`src/design/flash_command_interface_top_macros.svh`:
```
// assertion macros shared by the flash command interface rtl
`ifndef FLASH_COMMAND_INTERFACE_TOP_MACROS_SVH
`define FLASH_COMMAND_INTERFACE_TOP_MACROS_SVH
`ifndef SYNTHESIS
// same-cycle implication, sampled on clk, off during reset
`define FCI_ASSERT_IMP(name, ante, cons) \
    name: assert property (@(posedge clk) disable iff (!rst_n) (ante) |-> (cons)) \
        else $error("fci assertion failed");
// next-cycle implication, sampled on clk, off during reset
`define FCI_ASSERT_NEXT(name, ante, cons) \
    name: assert property (@(posedge clk) disable iff (!rst_n) (ante) |=> (cons)) \
        else $error("fci assertion failed");
`else
`define FCI_ASSERT_IMP(name, ante, cons)
`define FCI_ASSERT_NEXT(name, ante, cons)
`endif
`endif

```
`src/design/fci_pkg.sv`:
```
// shared types and constants of the flash command interface
package fci_pkg;

    localparam int ADDR_W          = 20;
    localparam int DATA_W          = 8;
    localparam int MODE_W          = 4;
    localparam int ADDR_BITS_DEF   = 20;
    localparam int BLOCK_BITS_DEF  = 16;

    // chip modes
    localparam logic [MODE_W-1:0] M_ARRAY       = 4'd0;
    localparam logic [MODE_W-1:0] M_ID          = 4'd1;
    localparam logic [MODE_W-1:0] M_STATUS      = 4'd2;
    localparam logic [MODE_W-1:0] M_ERASE_SETUP = 4'd3;
    localparam logic [MODE_W-1:0] M_ERASING     = 4'd4;
    localparam logic [MODE_W-1:0] M_SUSPENDED   = 4'd5;
    localparam logic [MODE_W-1:0] M_SUSP_STATUS = 4'd6;
    localparam logic [MODE_W-1:0] M_PROG_SETUP  = 4'd7;
    localparam logic [MODE_W-1:0] M_PROG_DONE   = 4'd8;

    // bus commands
    localparam logic [DATA_W-1:0] CMD_READ_ARRAY   = 8'hFF;
    localparam logic [DATA_W-1:0] CMD_READ_ID      = 8'h90;
    localparam logic [DATA_W-1:0] CMD_READ_STATUS  = 8'h70;
    localparam logic [DATA_W-1:0] CMD_CLEAR_STATUS = 8'h50;
    localparam logic [DATA_W-1:0] CMD_ERASE_SETUP  = 8'h20;
    localparam logic [DATA_W-1:0] CMD_PROGRAM      = 8'h40;
    localparam logic [DATA_W-1:0] CMD_PROGRAM_ALT  = 8'h10;
    localparam logic [DATA_W-1:0] CMD_CONFIRM      = 8'hD0;
    localparam logic [DATA_W-1:0] CMD_SUSPEND      = 8'hB0;

    // read values
    localparam logic [DATA_W-1:0] ID_MFR       = 8'h89;
    localparam logic [DATA_W-1:0] ID_DEV       = 8'hA2;
    localparam logic [DATA_W-1:0] ERASED_BYTE  = 8'hFF;
    localparam logic [DATA_W-1:0] STS_READY    = 8'h80;
    localparam logic [DATA_W-1:0] STS_SUSP_CLR = 8'hBF;

    // decoded effect of one transaction
    typedef struct packed {
        logic [MODE_W-1:0] mode_next;
        logic [DATA_W-1:0] status_next;
        logic              load_erase_addr;
        logic              load_prog_addr;
        logic              prog_write;
        logic              start_erase;
        logic              array_read;
        logic [DATA_W-1:0] rd_value;
    } cmd_t;

endpackage

```
`src/design/fci_cmd.sv`:
```
// command mode decoder: next mode, status and array actions per transaction
module fci_cmd #(
    parameter int ADDR_BITS = fci_pkg::ADDR_BITS_DEF
) (
    input  logic [fci_pkg::MODE_W-1:0] mode,
    input  logic [fci_pkg::DATA_W-1:0] status,
    input  logic [ADDR_BITS-1:0]       erase_addr,
    input  logic [ADDR_BITS-1:0]       prog_addr,
    input  logic                       is_write,
    input  logic [ADDR_BITS-1:0]       addr,
    input  logic [fci_pkg::DATA_W-1:0] data,
    output fci_pkg::cmd_t              ctl
);

    logic is_program;

    assign is_program = (data == fci_pkg::CMD_PROGRAM) || (data == fci_pkg::CMD_PROGRAM_ALT);

    always_comb
    begin
        ctl             = '0;
        ctl.mode_next   = mode;
        ctl.status_next = status;
        ctl.rd_value    = fci_pkg::ERASED_BYTE;
        if (is_write)
        begin
            unique case (mode) inside
                fci_pkg::M_ARRAY:
                begin
                    if (data == fci_pkg::CMD_READ_ARRAY)
                    begin
                        ctl.status_next = '0;
                    end
                    else if (data == fci_pkg::CMD_READ_ID)
                    begin
                        ctl.mode_next = fci_pkg::M_ID;
                    end
                    else if (data == fci_pkg::CMD_READ_STATUS)
                    begin
                        ctl.mode_next = fci_pkg::M_STATUS;
                    end
                    else if (data == fci_pkg::CMD_CLEAR_STATUS)
                    begin
                        ctl.status_next = '0;
                    end
                    else if (data == fci_pkg::CMD_ERASE_SETUP)
                    begin
                        ctl.load_erase_addr = 1'b1;
                        ctl.mode_next       = fci_pkg::M_ERASE_SETUP;
                    end
                    else if (is_program)
                    begin
                        ctl.load_prog_addr = 1'b1;
                        ctl.mode_next      = fci_pkg::M_PROG_SETUP;
                    end
                end
                fci_pkg::M_PROG_DONE:
                begin
                    if (is_program)
                    begin
                        ctl.load_prog_addr = 1'b1;
                        ctl.mode_next      = fci_pkg::M_PROG_SETUP;
                    end
                    else if (data == fci_pkg::CMD_READ_ARRAY)
                    begin
                        ctl.mode_next = fci_pkg::M_ARRAY;
                    end
                end
                fci_pkg::M_ID, fci_pkg::M_STATUS, fci_pkg::M_SUSP_STATUS:
                begin
                    if (data == fci_pkg::CMD_READ_ARRAY)
                    begin
                        ctl.mode_next = fci_pkg::M_ARRAY;
                    end
                end
                fci_pkg::M_ERASE_SETUP:
                begin
                    // confirm only at the setup address, else abort
                    if ((addr == erase_addr) && (data == fci_pkg::CMD_CONFIRM))
                    begin
                        ctl.mode_next   = fci_pkg::M_ERASING;
                        ctl.start_erase = 1'b1;
                        ctl.status_next = status | fci_pkg::STS_READY;
                    end
                    else
                    begin
                        ctl.mode_next = fci_pkg::M_ARRAY;
                    end
                end
                fci_pkg::M_ERASING:
                begin
                    if (data == fci_pkg::CMD_SUSPEND)
                    begin
                        ctl.mode_next = fci_pkg::M_SUSPENDED;
                    end
                    else if (data == fci_pkg::CMD_READ_ARRAY)
                    begin
                        ctl.mode_next = fci_pkg::M_ARRAY;
                    end
                end
                fci_pkg::M_SUSPENDED:
                begin
                    if (data == fci_pkg::CMD_CONFIRM)
                    begin
                        ctl.mode_next = fci_pkg::M_ERASING;
                    end
                    else if (data == fci_pkg::CMD_READ_ARRAY)
                    begin
                        ctl.mode_next = fci_pkg::M_ARRAY;
                    end
                    else if (data == fci_pkg::CMD_READ_STATUS)
                    begin
                        ctl.mode_next   = fci_pkg::M_SUSP_STATUS;
                        ctl.status_next = (status | fci_pkg::STS_READY) & fci_pkg::STS_SUSP_CLR;
                    end
                end
                fci_pkg::M_PROG_SETUP:
                begin
                    // data lands only at the setup address
                    ctl.prog_write  = (addr == prog_addr);
                    ctl.status_next = status | fci_pkg::STS_READY;
                    ctl.mode_next   = fci_pkg::M_PROG_DONE;
                end
                default:
                begin
                    ctl.mode_next   = fci_pkg::M_ARRAY;
                    ctl.status_next = '0;
                end
            endcase
        end
        else
        begin
            unique case (mode) inside
                fci_pkg::M_ARRAY, fci_pkg::M_ERASE_SETUP:
                begin
                    ctl.array_read = 1'b1;
                end
                fci_pkg::M_PROG_DONE, fci_pkg::M_STATUS, fci_pkg::M_ERASING,
                fci_pkg::M_SUSPENDED, fci_pkg::M_SUSP_STATUS:
                begin
                    ctl.rd_value = status;
                end
                fci_pkg::M_ID:
                begin
                    ctl.rd_value = addr[0] ? fci_pkg::ID_DEV : fci_pkg::ID_MFR;
                end
                default:
                begin
                    ctl.rd_value = fci_pkg::ERASED_BYTE;
                end
            endcase
        end
    end

endmodule

```
`config.mk`:
```
export PLATFORM = sky130hd
export DESIGN_NAME = fci_cmd
export DESIGN_NICKNAME = d
export VERILOG_FILES = /design/src/design/flash_command_interface_top_macros.svh /design/src/design/fci_pkg.sv /design/src/design/fci_cmd.sv
export SDC_FILE = /design/constraint.sdc
export NUM_CORES = 1
export LEC_CHECK = 0
export BUFFER_PORTS_ARGS = -buffer_cell sky130_fd_sc_hd__buf_2
export CAP_MARGIN = 25
export CORE_AREA = 4 4 46 89
export DETAILED_ROUTE_END_ITERATION = 7
export DIE_AREA = 0 0 50 93
export PLACE_DENSITY_LB_ADDON = 0.15
export SLEW_MARGIN = 30
export SYNTH_ARGS = -nofsm -noshare
export SYNTH_HDL_FRONTEND = slang
export SYNTH_SLANG_ARGS = --single-unit
```
`constraint.sdc`:
```
create_clock -name vclk -period 1.45
set_input_delay 0.0725 -clock vclk [all_inputs]
set_output_delay 0.0725 -clock vclk [all_outputs]
set_load 0.02 [all_outputs]
```
# Yosys cells after proc, flatten, opt, wreduce, memory -nomap -nowiden

Index checks and enable logic that the tools add are counted.

Register bits after elaboration: 0
Word-level logic and storage cells: 63
Input port bits: 81
Output and inout bits: 25

Multiplexer cells: 37
Reductions and logical operators: 7
Eq/ne operators: 19

Operators with widths:

| kind               | count |
|---|---|
| $mux 4             | 11 |
| $eq 20x20->1       | 2 |
| $mux 8             | 5 |
| $pmux 8 s5         | 1 |
| $eq 8x8->1 const B | 4 |
| $pmux 4 s7         | 1 |
| $eq 8x7->1 const B | 3 |
| $mux 10            | 2 |
| $eq 4x3->1 const B | 4 |
| $mux 16            | 1 |
| $pmux 8 s2         | 1 |
| $mux 12            | 1 |
| $reduce_or 5->1    | 2 |
| $mux 9             | 1 |
| $eq 4x2->1 const B | 2 |
| $eq 8x5->1 const B | 1 |
| $eq 8x6->1 const B | 1 |
| $mux 1             | 8 |
| $mux 6             | 1 |
| $eq 4x1->1 const B | 1 |
| $eq 4x4->1 const B | 1 |
| $logic_not 4->1    | 1 |
| $mux 2             | 2 |
| $mux 3             | 1 |
| 5 further kinds    | 5 |

# Depth between registers and ports, before layout

Word-level depth: 10
Depth in mapped cells: 6
Mapped depth without buffers: 5

# Worst setup path before layout

Ideal clock, no wire load.

Path type: input-to-output
Start: input port mode[1] (netlist bit)
End: output port ctl[21] (netlist bit)
Stages: 5
Arrival time: 1.849 ns
Buffers on the path: 1
Required time: 1.378 ns
Path slack: -0.471 ns
Cells stage by stage: clkbuf_1 or4_1 a21oi_1 a41oi_1 o311ai_0

RTL lines:

| item        | line          | RTL |
|---|---|---|
| from (decl) | fci_cmd.sv:5  | `input logic [fci_pkg::MODE_W-1:0] mode,` |
| to (decl)   | fci_cmd.sv:12 | `output fci_pkg::cmd_t ctl` |

==> out/results.ini <==
[placement]
dp_cells = 374
place_hpwl_mm = 4.77
portBuffers = 106
place.gp.congestion = 0.918

[finish]
final_net_count = 421
seqCellArea_um2 = 0
antenna_cells = 0
seq_cell_count = 0
drive_gt1_share_pct = 58.9
clock_buffers = 0
syn_to_final_growth_pct = 112
stdcell_count = 386
postLayoutCoreUtil_pct = 75.6

[setup_path]
end_kind = output port
critPathRequiredTime_ns = 1.38
critical-path-top-delay-family = simple AND/OR/NAND/NOR gates
cpPeakStageDelay_ns = 0.56
critPathBufInv = 2
crit_path_frequent_cell = buf_6
cp.arrival_ns = 1.80
setup.worst_path.class = input port to output port
path_max_fanout = 4
cp_slowest_cell = or4_4
start_kind = input port
worstPathCellList = buf_6 -> or4_4 -> or4b_4 -> nor3_2 -> nand2_1 -> a31oi_4 -> buf_6

[sta]
min_period_ns = 1.87
max_freq_mhz = 535
report.final.setup_viol = 8
final_hold_viol_count = 0
whs_ns = 0.461
finalMaxSlewViolations = 0
maxSlewHeadroom_pct = 73.8
worst_pin_slew_ns = 0.391
worst_slack_ns = -0.419
grt_setup_unrepaired = yes
timing.final.crit_share_pct = 129

[detailed_routing]
ant_nets = 0
vias_per_cell = 5.22
vias = 2016
route.detailed.drc = 0
drt-wirelength-per-cell_um = 14.8
wl_mm = 5.71
first_pass_iters = 4
drt-initial-drc-count = 42

[yosys]
netlist_instances = 184
yosysTopAreaCellShare_pct = 17.2
netlist_area_mm2 = 0.00122
yosysSeqAreaShare_pct = 0
synthTopCellsByArea = xnor2_1, xor2_1, nand4_1
syn_area_per_cell_um2 = 6.63
syn_nets = 265
yosysTopAreaCell = xnor2_1
yosysWarnings = 0
yosysUniqueCellTypes = 43

[floorplanning]
rows = 30
core_area_mm2 = 0.00342
die_width_um = 50
die_area_mm2 = 0.00465
fp.dieH_um = 93
boundaryPins = 106
initial_utilization_pct = 35.7

[global_routing]
antenna_found_initial = 0
grt_pass1_vias = 2126
grt_pass1_wl_mm = 8.84
grt_max_degree = 17
track_usage_pct = 23.5
grt-ovfl-total = 0

[power]
powerDensity_mw_per_mm2 = 287
finalPower_uw = 741
leakage_uw = 0.00119
peakVddDrop_uv = 252

[outcome]
status = finished, violations left
violations = negative setup slack

[run]
cap_violations = 0

[worst_hold_path]
hold_path_class = input port to output port

## layout by cell type (no fill, tap or decap), drive strengths merged, types with 2 or more instances in the layout
| master | Yosys | final |
|---|---|---|
| buf | 0 | 164 |
| xnor2 | 24 | 24 |
| xor2 | 20 | 20 |
| nand2 | 13 | 13 |
| o21ai | 11 | 11 |
| nand4 | 9 | 9 |
| nor3 | 9 | 9 |
| nor2 | 7 | 7 |
| nor4 | 7 | 7 |
| a21oi | 7 | 7 |
| and2 | 6 | 6 |
| inv | 5 | 5 |
| nand3 | 5 | 5 |
| and3 | 5 | 5 |
| o31ai | 5 | 5 |
| nor3b | 5 | 5 |
| a21o | 4 | 4 |
| or4 | 3 | 3 |
| nor2b | 3 | 3 |
| o31a | 2 | 2 |
| o21a | 2 | 2 |
| a32oi | 2 | 2 |
| a31oi | 2 | 2 |
## what timing repair did
item | CTS | global route
gates resized for setup | 38 | 40
pin swaps | 11 | 13
buffers inserted | 6 | 8
hold buffers | 0 | 0
setup endpoints to repair | 20 | 21
## per-layer routing
metal | track usage [%] | up-vias | routed length, um | share of wire, %
li1 | - | 992 | - | -
met1 | 20.3 | 923 | 1740 | 30
met2 | 51.4 | 86 | 3500 | 61
met3 | 0.957 | 15 | 295 | 5.2
met4 | 8.55 | 0 | 169 | 3.0
met5 | 0 | - | 0 | 0
## synth_stat cells (2+ instances only)
cell type / count
o31ai_1: 5
a31oi_1: 2
nand3_1: 5
xnor2_1: 24
nor3b_1: 5
nor2_1: 7
clkbuf_1: 11
o21ai_0: 11
a21oi_1: 7
a32oi_1: 2
nor4_1: 7
inv_1: 5
nor3_1: 8
or4_1: 2
o31a_1: 2
nor2b_1: 3
and3_1: 4
nand2_1: 13
and2_1: 6
a21o_1: 4
xor2_1: 20
o21a_1: 2
nand4_1: 9
## area by class of cell
cell class         count  area (um2)
multi-input cells    168        1380
repair buffers       165        1120
fillers              294         833
well taps             48        60.1
inverters              5        18.8
## final timing paths
| check | startpoint | end | slack, ns | depth (start not counted) |
|---|---|---|---|---|
| max | data[2] | ctl[20] | -0.42 | 7 |
| min | status[5] | ctl[5] | 0.46 | 3 |
## report_power, final
group	switching, uW	total, uW	internal [uW]
Sequential	0	0	0
Clock	0	0	0
Combinational	354	741	387
Total	354	741	387
## metrics by stage
| step | TNS, ns | area, um2 | worst slack (ns) |
|---|---|---|---|
| after floorplan | -0.877 | 1300 | -0.225 |
| after global placement | -4.49 | 2200 | -0.441 |
| after detailed placement | -4.80 | 2200 | -0.466 |
| after CTS | -2.81 | 2390 | -0.420 |
| after global routing | -3.67 | 2580 | -0.481 |
| final | -2.60 | 2580 | -0.419 |
## cell families (layout without fill, tap and decap cells)
family / after synthesis / count (layout) / share of synthesized area [%]
XOR/XNOR: 44 / 44 / 31.6
buffers and inverters: 16 / 170 / 4.92
AO/OA/AOI/OAI: 45 / 45 / 25.2
AND/OR/NAND/NOR: 79 / 79 / 38.3
Note: power is estimated with default switching activity, not from simulation.
